$ cat src/rtl/scl_pkg.sv
// Package for the serial command line parser: constants, types and decode functions.
`timescale 1ns / 1ps

package scl_pkg;

  // Width of the decimal accumulator; the value field is always 32 bits.
  localparam int unsigned VALUE_BITS = 32;
  localparam int unsigned VALUE_OUT_BITS = 32;
  localparam int unsigned WIDE_BITS =
      (VALUE_BITS > VALUE_OUT_BITS) ? VALUE_BITS : VALUE_OUT_BITS;
  localparam int unsigned POS_BITS = 5;
  localparam logic [POS_BITS-1:0] POS_MAX = '1;

  // Packed result width: command and value, filled up to whole bytes.
  localparam int unsigned CMD_BITS = 4;
  localparam int unsigned RES_BITS = CMD_BITS + VALUE_OUT_BITS;
  localparam int unsigned RES_TDATA_BITS = ((RES_BITS + 7) / 8) * 8;

  // Character codes.
  localparam logic [7:0] CHAR_SPACE = 8'h20;
  localparam logic [7:0] CHAR_LF = 8'h0A;
  localparam logic [7:0] CHAR_CR = 8'h0D;
  localparam logic [7:0] CHAR_SEMI = 8'h3B;
  localparam logic [7:0] CHAR_EQUALS = 8'h3D;
  localparam logic [7:0] CHAR_MINUS = 8'h2D;
  localparam logic [7:0] CHAR_ZERO = 8'h30;

  typedef enum logic [CMD_BITS-1:0] {
    CMD_JV = 4'd0,
    CMD_AC = 4'd1,
    CMD_DC = 4'd2,
    CMD_SP = 4'd3,
    CMD_PA = 4'd4,
    CMD_PR = 4'd5,
    CMD_BAD_WRITE = 4'd6,
    CMD_VX = 4'd7,
    CMD_PX = 4'd8,
    CMD_IQ = 4'd9,
    CMD_BAD_READ = 4'd10
  } cmd_e;

  // One result leaving the parser core.
  typedef struct packed {
    logic produce;
    cmd_e command;
    logic signed [VALUE_OUT_BITS-1:0] value;
  } result_t;

  // Command code of a write line from its two letters.
  function automatic cmd_e write_code(input logic [15:0] letters);
    cmd_e code;
    unique case (letters)
      "JV": code = CMD_JV;
      "AC": code = CMD_AC;
      "DC": code = CMD_DC;
      "SP": code = CMD_SP;
      "PA": code = CMD_PA;
      "PR": code = CMD_PR;
      default: code = CMD_BAD_WRITE;
    endcase
    return code;
  endfunction

  // Command code of a read line from its two letters.
  function automatic cmd_e read_code(input logic [15:0] letters);
    cmd_e code;
    unique case (letters)
      "VX": code = CMD_VX;
      "PX": code = CMD_PX;
      "IQ": code = CMD_IQ;
      default: code = CMD_BAD_READ;
    endcase
    return code;
  endfunction

endpackage

$ cat src/rtl/scl_core.sv
// Line state of the parser and the decode of one character into an optional result.
`timescale 1ns / 1ps

module scl_core (
  input  logic                clk_i,
  input  logic                rst_ni,
  input  logic                step_i,
  input  logic [7:0]          rx_byte_i,
  output scl_pkg::result_t    result_o
);
  import scl_pkg::*;

  logic [POS_BITS-1:0]   pos_q, pos_d;
  logic [7:0]            first_q, first_d;
  logic [7:0]            second_q, second_d;
  logic                  equals_q, equals_d;
  logic                  minus_q, minus_d;
  logic [VALUE_BITS-1:0] acc_q, acc_d;

  logic                  is_space;
  logic                  is_term;
  logic [7:0]            second_eff;
  logic [VALUE_BITS-1:0] acc_next;
  logic [VALUE_BITS-1:0] value_v;
  logic [WIDE_BITS-1:0]  value_wide;

  assign is_space = (rx_byte_i == CHAR_SPACE);
  assign is_term  = (rx_byte_i == CHAR_LF) || (rx_byte_i == CHAR_CR) ||
                    (rx_byte_i == CHAR_SEMI);

  // A terminator in the second place stands in as the second letter.
  assign second_eff = (pos_q == POS_BITS'(1)) ? rx_byte_i : second_q;

  // Accumulator step: times ten by shift and add, then the code minus '0'.
  assign acc_next = (acc_q << 3) + (acc_q << 1) + VALUE_BITS'(rx_byte_i) -
                    VALUE_BITS'(CHAR_ZERO);

  // Signed operand, wrapped to the accumulator width, then its low 32 bits.
  assign value_v    = minus_q ? (VALUE_BITS'(0) - acc_q) : acc_q;
  assign value_wide = WIDE_BITS'(value_v);

  // Result of a terminator on a line that is not empty. The flag says whether the
  // presented character would give a result; the caller decides when it is taken.
  always_comb begin
    result_o.produce = !is_space && is_term && (pos_q != '0);
    if (equals_q) begin
      result_o.command = write_code({first_q, second_eff});
      result_o.value   = value_wide[VALUE_OUT_BITS-1:0];
    end else begin
      result_o.command = read_code({first_q, second_eff});
      result_o.value   = '0;
    end
  end

  // Next line state.
  always_comb begin
    pos_d    = pos_q;
    first_d  = first_q;
    second_d = second_q;
    equals_d = equals_q;
    minus_d  = minus_q;
    acc_d    = acc_q;
    if (step_i && !is_space) begin
      if (is_term) begin
        pos_d    = '0;
        first_d  = '0;
        second_d = '0;
        equals_d = 1'b0;
        minus_d  = 1'b0;
        acc_d    = '0;
      end else begin
        priority if (pos_q == POS_BITS'(0)) begin
          first_d = rx_byte_i;
        end else if (pos_q == POS_BITS'(1)) begin
          second_d = rx_byte_i;
        end else if (pos_q == POS_BITS'(2)) begin
          equals_d = (rx_byte_i == CHAR_EQUALS);
        end else if ((pos_q == POS_BITS'(3)) && (rx_byte_i == CHAR_MINUS)) begin
          minus_d = 1'b1;
        end else begin
          acc_d = acc_next;
        end
        if (pos_q != POS_MAX) begin
          pos_d = pos_q + POS_BITS'(1);
        end
      end
    end
  end

  // State registers; all cleared by reset.
  always_ff @(posedge clk_i or negedge rst_ni) begin
    if (!rst_ni) begin
      pos_q    <= '0;
      first_q  <= '0;
      second_q <= '0;
      equals_q <= 1'b0;
      minus_q  <= 1'b0;
      acc_q    <= '0;
    end else begin
      pos_q    <= pos_d;
      first_q  <= first_d;
      second_q <= second_d;
      equals_q <= equals_d;
      minus_q  <= minus_d;
      acc_q    <= acc_d;
    end
  end

endmodule

$ cat src/rtl/scl_out_stage.sv
// Result register on the master side of the parser.
`timescale 1ns / 1ps

module scl_out_stage (
  input  logic                                 clk_i,
  input  logic                                 rst_ni,
  input  logic                                 load_i,
  input  scl_pkg::result_t                     result_i,
  output logic                                 can_load_o,
  output logic                                 m_axis_tvalid,
  input  logic                                 m_axis_tready,
  output logic [scl_pkg::RES_TDATA_BITS-1:0]   m_axis_tdata
);
  import scl_pkg::*;

  logic                      valid_q, valid_d;
  logic [RES_TDATA_BITS-1:0] data_q, data_d;

  // The register can take a new item when empty or when its item leaves.
  assign can_load_o = !valid_q || m_axis_tready;

  always_comb begin
    valid_d = valid_q;
    data_d  = data_q;
    if (load_i) begin
      valid_d = 1'b1;
      data_d  = RES_TDATA_BITS'({result_i.value, result_i.command});
    end else if (m_axis_tready) begin
      valid_d = 1'b0;
    end
  end

  always_ff @(posedge clk_i or negedge rst_ni) begin
    if (!rst_ni) begin
      valid_q <= 1'b0;
    end else begin
      valid_q <= valid_d;
    end
  end

  // Payload needs no reset.
  always_ff @(posedge clk_i) begin
    data_q <= data_d;
  end

  assign m_axis_tvalid = valid_q;
  assign m_axis_tdata  = data_q;

endmodule

$ cat src/rtl/serial_command_line_parser.sv
// Top level of the serial command line parser: input register, parser core, result register.
// A byte accepted into the input register is decoded in the following cycle; a result
// then passes through the result register. Throughput: one byte per cycle unless a line
// end stalls, with one multiply-by-ten and add from the input register to the accumulator.
// A byte ending a line stalls only while the result register is full and not taken. Reset
// is asynchronous and active low; it empties both registers and clears the line.
`timescale 1ns / 1ps

module serial_command_line_parser (
  input  logic                               clk_i,
  input  logic                               rst_ni,
  input  logic                               s_axis_tvalid,
  output logic                               s_axis_tready,
  input  logic [7:0]                         s_axis_tdata,  // [7:0] rx_byte
  output logic                               m_axis_tvalid,
  input  logic                               m_axis_tready,
  output logic [scl_pkg::RES_TDATA_BITS-1:0] m_axis_tdata   // [3:0] command, [35:4] value, zero pad
);
  import scl_pkg::*;

  logic       in_valid_q, in_valid_d;
  logic [7:0] in_byte_q, in_byte_d;
  logic       advance;
  logic       out_can_load;
  result_t    result;

  // Input register: moves on whenever its byte can be decoded.
  assign advance       = in_valid_q && (!result.produce || out_can_load);
  assign s_axis_tready = !in_valid_q || advance;

  always_comb begin
    in_valid_d = in_valid_q;
    in_byte_d  = in_byte_q;
    if (s_axis_tready) begin
      in_valid_d = s_axis_tvalid;
      in_byte_d  = s_axis_tdata;
    end
  end

  always_ff @(posedge clk_i or negedge rst_ni) begin
    if (!rst_ni) begin
      in_valid_q <= 1'b0;
    end else begin
      in_valid_q <= in_valid_d;
    end
  end

  always_ff @(posedge clk_i) begin
    in_byte_q <= in_byte_d;
  end

  // Line state and decode.
  scl_core u_core (
    .clk_i     (clk_i),
    .rst_ni    (rst_ni),
    .step_i    (advance),
    .rx_byte_i (in_byte_q),
    .result_o  (result)
  );

  // Result register.
  scl_out_stage u_out (
    .clk_i         (clk_i),
    .rst_ni        (rst_ni),
    .load_i        (in_valid_q && result.produce && out_can_load),
    .result_i      (result),
    .can_load_o    (out_can_load),
    .m_axis_tvalid (m_axis_tvalid),
    .m_axis_tready (m_axis_tready),
    .m_axis_tdata  (m_axis_tdata)
  );

endmodule

$ cat config.mk
export PLATFORM = sky130hd
export DESIGN_NAME = serial_command_line_parser
export DESIGN_NICKNAME = d
export VERILOG_FILES = /design/src/rtl/scl_pkg.sv /design/src/rtl/scl_core.sv /design/src/rtl/scl_out_stage.sv /design/src/rtl/serial_command_line_parser.sv
export SDC_FILE = /design/constraint.sdc
export NUM_CORES = 1
export LEC_CHECK = 0
export BUFFER_PORTS_ARGS = -buffer_cell sky130_fd_sc_hd__clkbuf_2
export CORE_UTILIZATION = 47
export DETAILED_ROUTE_END_ITERATION = 6
export PLACE_DENSITY = 0.67
export SYNTH_ARGS = -nofsm -noshare
export SYNTH_HDL_FRONTEND = slang
export SYNTH_HIERARCHICAL = 1
export SYNTH_SLANG_ARGS = --single-unit
export TNS_END_PERCENT = 10
$ cat constraint.sdc
create_clock -name clk_i -period 3.5 [get_ports clk_i]
set_input_delay 0.35 -clock clk_i [delete_from_list [all_inputs] [get_ports clk_i]]
set_output_delay 0.35 -clock clk_i [all_outputs]
set_load 0.01 [all_outputs]
# Yosys cells after proc, flatten, opt, wreduce, memory -nomap -nowiden
# Cells that the tools add are included.
# classes
n_addsub	5
n_eq_ne	23
n_mux	27
reduce_logical	29
# op_table
cell	count
32-bit two-way mux	6
16-bit by 15-bit == test with 1-bit output (second input constant)	9
8-bit two-way mux	5
36-bit two-way mux	1
32-bit adder	1
32-bit by 8-bit adder with 32-bit output	1
8-bit by 6-bit == test with 1-bit output (second input constant)	4
1-bit by 32-bit subtractor with 32-bit output (first input constant)	1
32-bit by 6-bit subtractor with 32-bit output (second input constant)	1
3-bit case mux with 6 select lines	1
8-bit by 4-bit == test with 1-bit output (second input constant)	2
4-bit case mux with 3 select lines	1
1-bit two-way mux	11
5-bit by 2-bit == test with 1-bit output (second input constant)	2
5-bit two-way mux	2
5-bit AND reduction	2
2-bit nonzero test	5
2-bit by 1-bit != test with 1-bit output (second input constant)	4
1-bit logical AND	7
2-bit AND reduction	3
5-bit by 1-bit adder with 5-bit output (second input constant)	1
5-bit by 1-bit == test with 1-bit output (second input constant)	1
5-bit zero test	1
1-bit logical OR	5
other kinds (4)	7
# word_totals
register_bits	101
inputBits	12
out_inout_bits	42

# Longest topological paths before layout
# logic_depth
ltp_word	10
ltp_mapped	16
depth_no_buf	15

# Cells and area by module
# Netlist, hierarchy kept.
# modules_own_cells
module	n_inst	cells_each	area_per_inst_um2	seq_area_each_um2
scl_core	1	777	6203.4	1376.3
scl_out_stage	1	44	1162.4	1106.1
serial_command_line_parser	1	14	297.8	265.3

# Worst setup path before layout
# Ideal clock, no wire load.
# synth_timing
path_type	register -> register
from	register in_byte_q[3]
to	register u_core.acc_q[31]
t_arrival_ps	3528
path_slack_ps	-160
path_stages_with_launch	17
path_buffers	1
cell_sequence	edfxtp_1 > clkbuf_1 > inv_1 > fa_1 > inv_1 > ha_1 > ha_1 > inv_1 > fa_1 > nor2b_1 > o211ai_1 > a31oi_1 > o21ai_1 > o41ai_1 > a31oi_1 > xnor2_1 > o21ai_1
# synth_via
elab_chain_cells	10
# synth_rtl
element	line	source
start: declaration	serial_command_line_parser.sv:22	logic [7:0] in_byte_q, in_byte_d;
start signal: assignment	serial_command_line_parser.sv:49	in_byte_q <= in_byte_d;
parallel branches: the longest is 10 deep, another holds 32-bit by 8-bit adder with 32-bit output	-	
end signal: assignment	scl_core.sv:98	acc_q <= '0;
end signal: assignment	scl_core.sv:105	acc_q <= acc_d;
end: declaration	scl_core.sv:18	logic [VALUE_BITS-1:0] acc_q, acc_d;
# Parallel ways; which one is timed is not known. The select of a mux whose other input is x is not followed.
# A chain may end at the register's enable or synchronous reset.

# Final worst setup path
# layout_timing
from	register u_core.acc_q[2]
to	register u_core.acc_q[24]
# layout_via
elab_chain_cells	8
# layout_rtl
element	line	source
32-bit adder	scl_core.sv:35	assign acc_next = (acc_q << 3) + (acc_q << 1) + VALUE_BITS'(rx_byte_i) -
32-bit by 8-bit adder with 32-bit output	scl_core.sv:35	
32-bit by 6-bit subtractor with 32-bit output	scl_core.sv:35	
32-bit two-way mux	scl_core.sv:78	end else if ((pos_q == POS_BITS'(3)) && (rx_byte_i == CHAR_MINUS)) begin
32-bit two-way mux	scl_core.sv:76	end else if (pos_q == POS_BITS'(2)) begin
32-bit two-way mux	scl_core.sv:74	end else if (pos_q == POS_BITS'(1)) begin
32-bit two-way mux	scl_core.sv:72	priority if (pos_q == POS_BITS'(0)) begin
32-bit two-way mux	scl_core.sv:64	if (is_term) begin
# No other way between the ends. The select of a mux whose other input is x is not followed.

==> impl_metrics.yaml <==
setup_path:
  endpoint_kind: "flop"
  critPathTopFamily: "compound AO/OA/AOI/OAI gates"
  cp.arrival_ns: 3.56
  worstPathRequired_ns: 3.71
  crit_chain: "inv_1 > fa_1 > inv_1 > fa_1 > ha_1 > a21o_1 > nand4_1 > a311o_1 > a21oi_2 > buf_4 > a211o_1 > a211oi_2 > xor2_1 > o21ai_1"
  reg2reg_depth: 14
  worst-path-buf-inv: 3
  cp.depth: 14
  cp_slowest_stage_delay_ns: 0.44
  critPathKind: "reg -> reg"
  critPathLaunchType: "flop"
  crit_path_max_fanout: 4
  slowest_stage: "fa_1"
cts:
  clkSinkCount: 101
  htreeDepth: 3
  path_clk_slew_ns: 0.07
  clk_path_buf_depth: 2
  insertion_delay_ns: 0.35
  cts_tree: "built"
  cts_buffers: 9
  clock-root-buffer: "clkbuf_16"
die:
  die_area_sq_mm: 0.01682
  die_h_microns: 129.7
  rows: 46
  initial_core_util_pct: 48.24
  die_w_microns: 129.7
  fp.coreArea_sq_mm: 0.01589
  ios: 54
global_routing:
  grt_max_degree: 38
  antenna_found_initial: 0
  grt-ovfl-total: 0
  grt_pass1_wl_microns: 28700
  grt_use_total_pct: 21.89
  grt_pass1_vias: 5665
routing:
  vias: 6180
  ant_nets: 0
  wl_per_cell_microns: 15.68
  drtPass1Iterations: 5
  first_iter_violations: 560
  wirelength_microns: 17580
  drcViolationCount: 0
  viasPerCell: 5.513
placement:
  hpwl_microns: 13360
  io_buffer_count: 49
  place.gp.congestion: 0.8851
finish:
  multi_input_area_sq_mm: 0.004453
  fillers: 1428
  fin_util_pct: 54.63
  synthToLayoutAreaGrowth_pct: 13.24
  nets: 1006
  final_cell_mix: "inv_1 (102), ha_1 (87), nand2_1 (86), dfrtp_1 (57), clkbuf_2 (49)"
  final_common_cell: "inv_1"
  drive_gt1_share_pct: 14.59
  diodes: 0
  seq_area_sq_mm: 0.002748
job:
  drv_cap: 0
status:
  violations: "hold timing"
  status: "complete, but fails checks"
sta:
  slew_viol_final: 0
  slew_headroom_pct: 34.50
  hold_viol: 2
  holdWs_ns: -0.001047
  tightest_slew_ns: 0.9826
  final-setup-viol-count: 0
  clock.fmax_ghz: 0.2991
  finalCritPeriodShare_pct: 95.54
  fin_skew_ns: 0.01294
  min_period_ns: 3.344
yosys:
  yosysSeqAreaShare_pct: 35.85
  ys_warn_count: 6
  avgSynthCellArea_sq_um: 9.178
  synth-edff-count: 44
  async_flop_share_pct: 56.44
  synth_seq_cells: 101
  postSynthCellCount: 835
  synth.distinct_cells: 75
  synth_ff_type: "dfrtp_1"
  synth_area_sq_mm: 0.007664
hold_path:
  min-delay-path-class: "in -> async"
[sequential cells by signal, indices dropped and copies added (netlist names)]
name / cells
u_core/first_q: 8
u_core/equals_q: 1
u_core/second_q: 8
u_core/pos_q: 5
in_byte_q: 8
u_out/m_axis_tvalid: 1
in_valid_q: 1
u_out/m_axis_tdata: 36
u_core/minus_q: 1
u_core/acc_q: 32
[Yosys cell counts (7+ instances only)]
cell type	n	area share [%]
a21o_1	13	1.3
a21oi_1	34	2.2
a22o_1	16	1.8
a31oi_1	7	0.57
and2_1	33	2.7
clkbuf_1	27	1.3
dfrtp_1	57	19
edfxtp_1	44	17
ha_1	88	14
inv_1	103	5.0
nand2_1	86	4.2
nand3_1	22	1.4
nand4_1	11	0.90
nor2_1	29	1.4
nor3_1	15	0.98
o21ai_0	22	1.4
o21ai_1	45	2.9
o31ai_1	9	0.88
xnor2_1	44	5.0
xor2_1	12	1.4
[through the flow]
stage | instances | TNS [ns] | worst slack [ns] | area (sq um) | hold slack, ns
3_5_place_dp | 1100 | -0.1489 | -0.08344 | 8305 | 0.3848
4_1_cts | 1118 | 0 | 0.005766 | 8621 | 0.01115
3_3_place_gp | 1100 | 0 | 0.04736 | 8305 | 0.3844
5_1_grt | 1121 | -0.04259 | -0.03464 | 8678 | 0.04098
2_1_floorplan | 838 | -0.01925 | -0.01925 | 7682 | 0.05441
6_report | 1121 | 0 | 0.1562 | 8678 | -0.001047
[worst register-to-register path: stages, from the launching register on]
cell and delay [ns]:
dfrtp_1 0.35, inv_1 0.10, fa_1 0.37, inv_1 0.07, fa_1 0.44, ha_1 0.31, a21o_1 0.18, nand4_1 0.11
a311o_1 0.20, a21oi_2 0.08, buf_4 0.14, a211o_1 0.31, a211oi_2 0.31, xor2_1 0.18, o21ai_1 0.07
[path summary, 6_finish.rpt]
kind                                                 from  slack (ns)                             end
max in group asynchronous                          rst_ni        2.67     u_core/acc_q[8]$_DFFE_PN0P_
min in group clk_i                        s_axis_tdata[0]        0.17          in_byte_q[0]$_DFFE_PP_
hold reg to reg            u_core/second_q[6]$_DFFE_PN0P_        0.50  u_core/second_q[6]$_DFFE_PN0P_
setup reg to reg              u_core/acc_q[2]$_DFFE_PN0P_        0.16    u_core/acc_q[24]$_DFFE_PN0P_
hold / removal                                     rst_ni      -0.001   u_core/first_q[4]$_DFFE_PN0P_
setup / recovery              u_core/acc_q[2]$_DFFE_PN0P_        0.16    u_core/acc_q[24]$_DFFE_PN0P_
[area by class of cell]
| class | count | share of cell area [%] |
|---|---|---|
| multi-input combinational | 600 | 51.31 |
| sequential | 101 | 31.66 |
| timing repair buffer | 85 | 6.084 |
| inverter | 103 | 4.455 |
| tap | 216 | 3.114 |
| clock buffer | 9 | 2.595 |
| clock inverter | 7 | 0.7785 |
[what timing repair did]
item	in CTS	in global routing
hold endpoints to repair	0	0
buffers inserted	2	3
gates resized for setup	2	8
endpoints found under the setup margin	3	8
pin swaps	1	9
hold buffers	0	0
[per-layer routing]
metal / share of wire (%) / global-route usage [%] / vias to the layer above
met5: 0 / 0 / -
met3: 3.7 / 2.501 / 25
met2: 46 / 35.58 / 166
met1: 49 / 30.94 / 2938
li1: - / - / 3051
met4: 1.6 / 6.019 / 0
[kinds of logic after synthesis]
group           Yosys count  synth area share (%)
fa+ha+maj                94                 15.93
mux                       7                0.9306
xor+xnor                 56                 6.400
other cells               1               0.04893
compound gates          192                 16.93
buf+inv                 137                 6.922
simple gates            247                 16.98
flops                   101                 35.85
Power is not shown: default switching activity piles up to over one toggle a cycle in this logic, so the estimate is an artifact.
